**src/hw/rtl/lcdb_pkg.sv**
```systemverilog
// Shared types, widths and reset constants for the LED chaser with debounced buttons.
package lcdb_pkg;

    // Number of LEDs driven by the chaser.
    localparam int LED_COUNT = 10;

    localparam int COUNT_W  = 8;
    localparam int PERIOD_W = 12;
    localparam int CFG_W    = 12;
    localparam int CFG_IDX_W = 2;

    // Reset values of the configuration and state.
    localparam logic [COUNT_W-1:0]  DEBOUNCE_RESET   = 8'd50;
    localparam logic [COUNT_W-1:0]  STEP_RESET       = 8'd50;
    localparam logic [PERIOD_W-1:0] PERIOD_MIN_RESET = 12'd50;
    localparam logic [PERIOD_W-1:0] PERIOD_MAX_RESET = 12'd3000;
    localparam logic [PERIOD_W-1:0] PERIOD_RESET     = 12'd500;

    // Configuration register indexes.
    localparam logic [CFG_IDX_W-1:0] CFG_DEBOUNCE_TICKS = 2'd0;
    localparam logic [CFG_IDX_W-1:0] CFG_PERIOD_STEP    = 2'd1;
    localparam logic [CFG_IDX_W-1:0] CFG_PERIOD_MIN     = 2'd2;
    localparam logic [CFG_IDX_W-1:0] CFG_PERIOD_MAX     = 2'd3;

    typedef struct packed {
        logic btn_dir_n;
        logic btn_slower_n;
        logic btn_faster_n;
    } in_t;

    typedef struct packed {
        logic [LED_COUNT-1:0] led_pattern;
        logic                 direction;
        logic [PERIOD_W-1:0]  period;
    } out_t;

    typedef struct packed {
        logic [COUNT_W-1:0]  debounce_ticks;
        logic [COUNT_W-1:0]  period_step;
        logic [PERIOD_W-1:0] period_min;
        logic [PERIOD_W-1:0] period_max;
    } cfg_t;

    // Debounced button events for one tick.
    typedef struct packed {
        logic dir;
        logic slower;
        logic faster;
    } fire_t;

endpackage

```
**src/hw/rtl/led_chaser_debounced_buttons.sv**
```systemverilog
// Top level of the LED chaser with three debounced buttons.
//
// Each request on the s_ channel is one timer tick carrying the three
// active-low button levels. Every accepted tick produces exactly one
// result on the m_ channel: the LED pattern, direction and period after
// that tick's updates.
// A tick's result is registered at the clock edge that accepts the
// tick. Throughput is one tick per cycle; the limit is the single
// result register, which is refilled in the same cycle it is
// emptied. When the receiver stalls, the result register holds its
// value and s_ready drops, so no further tick is taken until the
// result leaves. The user must write configuration through cfg_we,
// cfg_index and cfg_data only while no tick is in flight; the block
// does not enforce this. Writes take effect at the next tick. A
// synchronous active-low reset restores the default configuration,
// lights the lowest LED, sets the forward direction and a period of
// 500, arms all buttons and empties the result register.
module led_chaser_debounced_buttons (
    input  logic                           aclk,
    input  logic                           aresetn,
    input  logic                           s_valid,
    output logic                           s_ready,
    input  lcdb_pkg::in_t                  s_data,
    output logic                           m_valid,
    input  logic                           m_ready,
    output lcdb_pkg::out_t                 m_data,
    input  logic                           cfg_we,
    input  logic [lcdb_pkg::CFG_IDX_W-1:0] cfg_index,
    input  logic [lcdb_pkg::CFG_W-1:0]     cfg_data
);
    import lcdb_pkg::*;

    cfg_t                 cfg_reg;
    fire_t                fire;
    logic                 tick;
    logic [PERIOD_W-1:0]  period;
    logic [PERIOD_W-1:0]  period_next;
    logic [LED_COUNT-1:0] ring_next;
    logic                 dir_next;
    logic                 m_valid_reg;
    out_t                 m_data_reg;

    assign s_ready = !m_valid_reg || m_ready;
    assign tick    = s_valid && s_ready;
    assign m_valid = m_valid_reg;
    assign m_data  = m_data_reg;

    // Configuration register writes.
    always_ff @(posedge aclk) begin
        if (!aresetn) begin
            cfg_reg.debounce_ticks <= DEBOUNCE_RESET;
            cfg_reg.period_step    <= STEP_RESET;
            cfg_reg.period_min     <= PERIOD_MIN_RESET;
            cfg_reg.period_max     <= PERIOD_MAX_RESET;
        end else if (cfg_we) begin
            case (cfg_index)
                CFG_DEBOUNCE_TICKS: cfg_reg.debounce_ticks <= cfg_data[COUNT_W-1:0];
                CFG_PERIOD_STEP:    cfg_reg.period_step    <= cfg_data[COUNT_W-1:0];
                CFG_PERIOD_MIN:     cfg_reg.period_min     <= cfg_data[PERIOD_W-1:0];
                CFG_PERIOD_MAX:     cfg_reg.period_max     <= cfg_data[PERIOD_W-1:0];
                default: begin
                end
            endcase
        end
    end

    // One debouncer per button.
    lcdb_debounce u_deb_dir (
        .aclk      (aclk),
        .aresetn   (aresetn),
        .tick      (tick),
        .level_n   (s_data.btn_dir_n),
        .threshold (cfg_reg.debounce_ticks),
        .fire      (fire.dir)
    );

    lcdb_debounce u_deb_slower (
        .aclk      (aclk),
        .aresetn   (aresetn),
        .tick      (tick),
        .level_n   (s_data.btn_slower_n),
        .threshold (cfg_reg.debounce_ticks),
        .fire      (fire.slower)
    );

    lcdb_debounce u_deb_faster (
        .aclk      (aclk),
        .aresetn   (aresetn),
        .tick      (tick),
        .level_n   (s_data.btn_faster_n),
        .threshold (cfg_reg.debounce_ticks),
        .fire      (fire.faster)
    );

    lcdb_period u_period (
        .aclk        (aclk),
        .aresetn     (aresetn),
        .tick        (tick),
        .fire        (fire),
        .cfg         (cfg_reg),
        .period      (period),
        .period_next (period_next)
    );

    lcdb_chaser u_chaser (
        .aclk       (aclk),
        .aresetn    (aresetn),
        .tick       (tick),
        .dir_toggle (fire.dir),
        .period     (period),
        .ring_next  (ring_next),
        .dir_next   (dir_next)
    );

    // Result register: loaded with the post-tick state on every accepted tick.
    always_ff @(posedge aclk) begin
        if (!aresetn) begin
            m_valid_reg <= 1'b0;
        end else if (tick) begin
            m_valid_reg <= 1'b1;
        end else if (m_ready) begin
            m_valid_reg <= 1'b0;
        end
    end

    always_ff @(posedge aclk) begin
        if (tick) begin
            m_data_reg.led_pattern <= ring_next;
            m_data_reg.direction   <= dir_next;
            m_data_reg.period      <= period_next;
        end
    end

endmodule

```
**src/hw/rtl/lcdb_debounce.sv**
```systemverilog
// Debouncer for one active-low button: fires once per hold, re-arms on release.
module lcdb_debounce (
    input  logic                        aclk,
    input  logic                        aresetn,
    input  logic                        tick,
    input  logic                        level_n,
    input  logic [lcdb_pkg::COUNT_W-1:0] threshold,
    output logic                        fire
);
    import lcdb_pkg::*;

    logic               armed_reg, armed_next;
    logic [COUNT_W-1:0] count_reg, count_next;
    logic               pressed;

    assign pressed = ~level_n;
    assign fire    = armed_reg && pressed && (count_reg >= threshold);

    // Held long enough fires and disarms; a release re-arms and clears the count.
    always_comb begin
        armed_next = armed_reg;
        count_next = '0;
        if (armed_reg && pressed) begin
            if (fire) begin
                armed_next = 1'b0;
            end else begin
                count_next = count_reg + 1'b1;
            end
        end else if (!pressed) begin
            armed_next = 1'b1;
        end
    end

    always_ff @(posedge aclk) begin
        if (!aresetn) begin
            armed_reg <= 1'b1;
            count_reg <= '0;
        end else if (tick) begin
            armed_reg <= armed_next;
            count_reg <= count_next;
        end
    end

endmodule

```
**src/hw/rtl/lcdb_period.sv**
```systemverilog
// Chaser period register with saturating slower and faster adjustments.
module lcdb_period (
    input  logic                         aclk,
    input  logic                         aresetn,
    input  logic                         tick,
    input  lcdb_pkg::fire_t              fire,
    input  lcdb_pkg::cfg_t               cfg,
    output logic [lcdb_pkg::PERIOD_W-1:0] period,
    output logic [lcdb_pkg::PERIOD_W-1:0] period_next
);
    import lcdb_pkg::*;

    logic [PERIOD_W-1:0] period_reg;
    logic [PERIOD_W:0]   sum;
    logic [PERIOD_W-1:0] after_slower;
    logic [PERIOD_W:0]   diff;

    assign period = period_reg;

    // Slower is applied first, then faster on its result.
    always_comb begin
        sum = {1'b0, period_reg} + {{(PERIOD_W + 1 - COUNT_W){1'b0}}, cfg.period_step};
        after_slower = period_reg;
        if (fire.slower) begin
            if (sum > {1'b0, cfg.period_max}) begin
                after_slower = cfg.period_max;
            end else begin
                after_slower = sum[PERIOD_W-1:0];
            end
        end

        // The top bit of the difference is the borrow, meaning a negative result.
        diff = {1'b0, after_slower} - {{(PERIOD_W + 1 - COUNT_W){1'b0}}, cfg.period_step};
        period_next = after_slower;
        if (fire.faster) begin
            if (diff[PERIOD_W] || (diff[PERIOD_W-1:0] < cfg.period_min)) begin
                period_next = cfg.period_min;
            end else begin
                period_next = diff[PERIOD_W-1:0];
            end
        end
    end

    always_ff @(posedge aclk) begin
        if (!aresetn) begin
            period_reg <= PERIOD_RESET;
        end else if (tick) begin
            period_reg <= period_next;
        end
    end

endmodule

```
**src/hw/rtl/lcdb_chaser.sv**
```systemverilog
// One-hot LED ring, its step timer and the chase direction.
module lcdb_chaser (
    input  logic                          aclk,
    input  logic                          aresetn,
    input  logic                          tick,
    input  logic                          dir_toggle,
    input  logic [lcdb_pkg::PERIOD_W-1:0] period,
    output logic [lcdb_pkg::LED_COUNT-1:0] ring_next,
    output logic                          dir_next
);
    import lcdb_pkg::*;

    logic [LED_COUNT-1:0] ring_reg;
    logic                 dir_reg;
    logic [PERIOD_W-1:0]  timer_reg, timer_next;
    logic [LED_COUNT-1:0] shifted;

    // The ring steps with the direction held before this tick's button action.
    always_comb begin
        ring_next  = ring_reg;
        timer_next = timer_reg + 1'b1;
        shifted    = '0;
        if (timer_reg >= period) begin
            timer_next = '0;
            if (dir_reg) begin
                if (ring_reg[LED_COUNT-1]) begin
                    ring_next = {{(LED_COUNT-1){1'b0}}, 1'b1};
                end else begin
                    ring_next = ring_reg << 1;
                end
            end else begin
                shifted = ring_reg >> 1;
                if (shifted == '0) begin
                    ring_next = {1'b1, {(LED_COUNT-1){1'b0}}};
                end else begin
                    ring_next = shifted;
                end
            end
        end
        dir_next = dir_reg ^ dir_toggle;
    end

    always_ff @(posedge aclk) begin
        if (!aresetn) begin
            ring_reg  <= {{(LED_COUNT-1){1'b0}}, 1'b1};
            dir_reg   <= 1'b1;
            timer_reg <= '0;
        end else if (tick) begin
            ring_reg  <= ring_next;
            dir_reg   <= dir_next;
            timer_reg <= timer_next;
        end
    end

endmodule

```
**config.mk**
```make
export PLATFORM = sky130hd
export DESIGN_NAME = led_chaser_debounced_buttons
export DESIGN_NICKNAME = d
export VERILOG_FILES = /design/src/hw/rtl/lcdb_pkg.sv /design/src/hw/rtl/led_chaser_debounced_buttons.sv /design/src/hw/rtl/lcdb_debounce.sv /design/src/hw/rtl/lcdb_period.sv /design/src/hw/rtl/lcdb_chaser.sv
export SDC_FILE = /design/constraint.sdc
export NUM_CORES = 1
export LEC_CHECK = 0
export BUFFER_PORTS_ARGS = -buffer_cell sky130_fd_sc_hd__buf_2
export CAP_MARGIN = 20
export CORE_MARGIN = 8
export CORE_UTILIZATION = 50
export DETAILED_ROUTE_END_ITERATION = 16
export PLACE_DENSITY = 0.67
export SYNTH_ARGS = -nofsm -noshare
export SYNTH_HDL_FRONTEND = slang
export SYNTH_HIERARCHICAL = 1
export SYNTH_SLANG_ARGS = --single-unit
```
**constraint.sdc**
```tcl
create_clock -name aclk -period 10.3 [get_ports aclk]
set_clock_uncertainty 0.2 [all_clocks]
set_input_delay 1.545 -clock aclk [delete_from_list [all_inputs] [get_ports aclk]]
set_output_delay 1.545 -clock aclk [all_outputs]
set_load 0.01 [all_outputs]
```
---- Word-level counts from Yosys, hierarchy flattened ----
Index checks and enable logic that the tools add are counted.
storage, ports and cells
  register bits after elaboration ......... 126
  input port bits ......................... 22
operators by class
  add/subtract/negate cells ............... 6
  magnitude comparators ................... 6
  equal/unequal tests ..................... 6
  muxes and demuxes ....................... 26
  bitwise logic cells ..................... 4
  reduce and logical (&&, ||, !) cells .... 23
operators by type and width
  operator               count
  $mux 12                5
  $mux 8                 6
  $mux 10                4
  $add 8x1->8 const B    3
  $ge 8x8->1             3
  $add 12x8->13          1
  $gt 13x12->1           1
  $sub 12x8->13          1
  $add 12x1->12 const B  1
  $ge 12x12->1           1
  $lt 12x12->1           1
  $mux 1                 11
  $logic_not 10->1       1
  $reduce_and 3->1       3
  $reduce_and 2->1       4
  $reduce_bool 2->1      4
  $logic_and 1x1->1      7
  $ne 2x1->1 const B     3
  $eq 2x2->1 const B     2
  $not 1->1              3
  $eq 2x1->1 const B     1
  $logic_not 2->1        1
  $logic_or 1x1->1       2
  $logic_not 1->1        1
  $xor 1x1->1            1

---- Logic depth before layout (Yosys ltp) ----
  depth after elaboration ................. 9
  mapped depth ............................ 39
  depth with buffers taken out ............ 36

---- By module ----
Netlist, hierarchy kept.
modules (own cells, without submodules)
  module                        instances  cells each  area each (um^2)
  lcdb_period                   1          355         2626.3
  led_chaser_debounced_buttons  1          185         2307.2
  lcdb_debounce                 3          89          713.2
  lcdb_chaser                   1          197         1657.8

---- Worst setup path before layout ----
Ideal clock, no wire load.
  path type ............................... register to register
  from .................................... reg u_period.period_reg[3] (netlist: u_period/period[3])
  to ...................................... reg u_period.period_reg[7] (netlist: u_period/period[7])
  arrival time ............................ 7.813 ns
  slack ................................... 2.167 ns
  stages on the path, launching flop included .. 37
  buffers on the path ..................... 3
  period minus slack after synthesis ...... 8.133 ns
  path through ............................ dfxtp_1 -> ha_1 -> a21o_1 -> a21o_1 -> o31a_1 -> or2_2 -> nand3_1 -> nand2_1 -> ha_1 -> a21oi_1 -> nand2_1 -> or4b_4 -> o21a_4 -> or2_1 -> buf_6 -> clkbuf_1 -> o211ai_1 -> o21ai_0 -> ha_1 -> fa_1 -> nor2b_1 -> o21ai_0 -> a21boi_0 -> o21ai_0 -> a21oi_1 -> nor4_1 -> and2_1 -> xnor2_1 -> ha_1 -> o2111ai_1 -> o21ai_0 -> inv_1 -> a41oi_4 -> buf_6 -> mux2i_1 -> mux2i_1 -> a211o_1
on the way
  longest elaborated chain between the ends .. 9
ends and longest elaborated chain
  item                      line                                source
  start: declaration        lcdb_period.sv:13                   logic [PERIOD_W-1:0] period_reg;
  start signal: assignment  lcdb_period.sv:48                   period_reg <= period_next;
  $add 12x8->13             lcdb_period.sv:22                   sum = {1'b0, period_reg} + {{(PERIOD_W + 1 - COUNT_W){1'b0}}, cfg.period_step};
  $gt 13x12->1              lcdb_period.sv:25                   if (sum > {1'b0, cfg.period_max}) begin
  $mux 12                   lcdb_period.sv:25
  $mux 12 *                 lcdb_period.sv:24                   if (fire.slower) begin
  $sub 12x8->13             lcdb_period.sv:33                   diff = {1'b0, after_slower} - {{(PERIOD_W + 1 - COUNT_W){1'b0}}, cfg.period_step};
  $lt 12x12->1              lcdb_period.sv:36                   if (diff[PERIOD_W] || (diff[PERIOD_W-1:0] < cfg.period_min)) begin
  $logic_or 1x1->1          lcdb_period.sv:36
  $mux 12                   lcdb_period.sv:36
  $mux 12 *                 lcdb_period.sv:35                   if (fire.faster) begin
  net period_next[7]        led_chaser_debounced_buttons.sv:37  logic [PERIOD_W-1:0] period_next;
The timed path passes the listed nets; every way through them passes the cells marked *.
A chain may end at the register's enable or synchronous reset.

---- Worst setup path after layout ----
  from .................................... reg u_period.period_reg[3] (netlist: u_period/period[3])
  to ...................................... reg u_period.period_reg[6] (netlist: u_period/period[6])
The elaborated chain is that of the path after synthesis.

==> results.md <==
Layout:
- The final non-filler cell total is 1278.
- Summing all non-filler instances in the final layout gives an area of 9663 sq um.
- The final layout contains 1143 nets.
- 0 antenna diodes ended up in the layout.
- Relative to the synthesized area, the layout overhead comes to 10.68%.
- The fill cell total of the finished layout is 1608.
- Once layout is complete, the utilization of the core stands at 56.26%.
- The share of post-route cells with drive strength above 1 is 13.01%.
- Summing all multi-input logic gate instances after layout gives 5409 sq um.
- The top cell types in the final layout, fill and taps aside, are dfxtp_1 (103), inv_1 (101), nand2_1 (88), ha_1 (79), nor2_1 (59).
- The combined flip-flop and latch cell area is 2753 sq um.
- The number of flip-flops in the largest register is 40.
- Leaving out fill and tap cells, the most frequent cell in the layout is dfxtp_1.

GRT:
- The via count of the first global-routing pass came to 6740.
- The total congestion overflow is 0.
- The aggregate global-route resource usage is 18.54%.
- For met2 alone, demand over resource in global routing was 28.01%.
- The initial antenna violation count was 0.
- Global routing used 26.16% of the available met1 tracks.
- Entering global routing, the biggest net connects 67 pins.
- The first-pass GRT wire length is 33350 um.
- For this run, global-route usage on met3 was measured as 3.251%.
- The busiest layer in global routing is met2.

Setup path:
- The largest individual stage delay along the critical path comes from the cell a41oi_4.
- STA classifies the critical path startpoint as a register.
- Counting both buffers and inverters, the worst setup path holds a total of 1.
- The dominant delay contributor by cell family on the critical path is compound AO/OA/AOI/OAI gates.
- The critical path is of the reg2reg type.
- For the worst setup path, the data required time is 10.39 ns.
- The highest cell delay on the worst timing path is 0.59 ns.
- The worst endpoint data arrival time is 9.24 ns.
- STA classifies the critical path endpoint as a register.
- In this run the worst path has a maximum fanout of 14.

Synth:
- The Yosys warning count is 6.
- Sequential cells were found to cover 31.53% of the synthesized design area.
- After technology mapping, the gate count stands at 1004.
- The post-synthesis instance area is 8731 sq um.
- Among all flip-flop cells after synthesis, the most frequent one is dfxtp_1.
- The number of synthesized flops with an enable pin is 23.
- The average instance area after synthesis is 8.696 sq um.
- The synthesized design contains 126 register bits.
- The fraction of registers with async set/reset is 0%.
- The unique cell type count in the Yosys netlist is 78.
- The post-synth net total is 1107.

Drt:
- The initial DRC count is 357.
- In the routed layout, each cell is associated on average with a via count of 5.618.
- The pre-antenna-repair detailed-routing pass consisted of 5 iterations.
- For this block, the routed nets add up to 20040 um of wire.
- The count of vias placed by the detailed router is 7180.
- The number of antenna-violating nets in the routed design is 0.
- The mean routed wirelength per cell is 15.68 um.
- For this run, design rule violations remaining after detail routing come to 0.

Place:
- Including well taps, the total number of placed cells is 1245.
- The instance area after placement is 9097 sq um.
- At the end of routability-driven placement, the weighted congestion stood at 0.9163.
- Port buffering added 46 buffers.
- After legalization and detailed placement, the total HPWL measured 14890 um.

Timing:
- Subtracting the final worst setup slack from the clock period gives 9.148 ns.
- The count of pins over their slew limit is 0.
- Setup repair after global routing left no endpoint under its margin.
- The number of setup violations in the final report is 0.
- Measured against its own limit, the worst slew margin works out to 28.01%.
- The maximum clock frequency is 109.3 MHz.
- For the final routed database, the setup TNS stands at 0 ns.
- The final-report hold violation count is 0.
- The transition at the pin with the smallest max-transition slack is 1.078 ns.
- The worst hold margin is 0.2563 ns.
- The portion of the clock cycle consumed by the worst path in the final layout is 88.82%.

Clock tree:
- The count of instances resized after the clock tree is built is 0.
- The number of buffers inserted by hold repair at cts is 0.
- The post-CTS clock slew at the launch and capture registers of the worst setup and hold paths is 0.06 ns.
- The clock passes through at most 2 buffers.
- The count of buffers added by post-CTS timing repair for setup is 0.
- At the later pin of the worst-skew pair, clock insertion delay measures 0.41 ns.
- Clock tree synthesis found a total of 126 sinks.
- Clock tree synthesis inserted a total of 17 buffers.
- TritonCTS built the clock tree.
- The H-tree generated during clock tree synthesis spans 4 levels.
- The root buffer cell chosen for the clock tree is clkbuf_16.

Floorplanning:
- The total number of placement rows is 48.
- The floorplan core area is 17180 sq um.
- The horizontal die dimension is 148.1 um.
- The effective utilization at floorplan is 50.83%.
- The I/O pin count is 47.
- The floorplan step defined a die boundary enclosing 21950 sq um.
- In this run the vertical extent of the chip is 148.1 um.

Pwr:
- The cell leakage power is 0.004117 uW.
- The worst supply voltage drop on vdd is 117.3 uV.
- In this run the power density over the cells is 137.1 nW/um^2.

Flow run:
- The tool flagged a number of max-cap violations equal to 0.

Status:
- The run finished with clean final reports.

Worst hold path:
- The worst hold path belongs to the class reg2reg.
==> final cells by class <==
cell class | count | area share (%)
repair buffers | 52 | 2.849
clock inverters | 12 | 1.256
inverters | 103 | 4.001
multi-input cells | 740 | 55.98
well taps | 225 | 2.913
clock buffers | 20 | 4.519
flip-flops and latches | 126 | 28.49
==> per-layer routing <==
layer	share of wire [%]	up-vias
li1	-	3656
met1	51	3361
met2	43	141
met3	4.3	22
met4	1.5	0
met5	0	-
==> cells by family after synthesis <==
family | count (synthesis) | share of synthesized area [%]
and+or+nand+nor | 337 | 20.28
AOI/OAI and AO/OA | 238 | 19.99
buffers and inverters | 138 | 6.578
DFF | 126 | 31.53
adders and majority gates | 81 | 11.78
muxes | 61 | 7.538
xor gates and xnor gates | 23 | 2.307
==> stage by stage <==
step                total power (uW)  worst slack, ns
floorplan                      712.7            2.167
global placement               762.1            1.483
detailed placement             764.5            1.270
CTS                             1334            1.226
global route                    1386           0.5140
finish                          1325            1.152
==> synthesized netlist by cell type, types with 9 or more instances <==
library cell	n	share of area, %
o211ai_1	11	0.95
a21o_1	21	1.8
inv_1	101	4.3
nand4_1	14	1.0
xnor2_1	14	1.4
mux2_4	9	1.5
nand2b_1	28	2.0
and3_1	10	0.72
clkbuf_1	24	1.0
xor2_1	9	0.90
a21oi_1	58	3.3
edfxtp_1	23	7.9
nand2_1	88	3.8
o31ai_1	11	0.95
nand3b_1	9	0.77
mux2i_1	50	5.7
or3_1	11	0.79
nor2_1	59	2.5
o21ai_0	41	2.4
o21a_1	13	1.1
ha_1	79	11
nor2b_1	35	2.5
dfxtp_1	103	24
nand3_1	41	2.4
==> where the power goes <==
group | internal, uW | switching, uW
clock | 353 | 214
combinational | 92.7 | 132
sequential | 517 | 15.6
==> worst min-delay path, cell delays in order (launching register included) <==
cell     delay (ns)
dfxtp_1        0.31
nand2_1        0.05
mux2i_1        0.05
==> worst paths after layout <==
| kind | startpoint | endpoint | slack (ns) | cells after the start |
|---|---|---|---|---|
| max reg2reg | u_period/period[3] | u_period/period[6] | 1.15 | 33 |
| min | cfg_reg[23] | cfg_reg[23] | 0.26 | 2 |
| max | u_period/period[3] | u_period/period[6] | 1.15 | 33 |
| min reg2reg | cfg_reg[23] | cfg_reg[23] | 0.26 | 2 |
No activity file was read; power rests on OpenSTA's default activity.
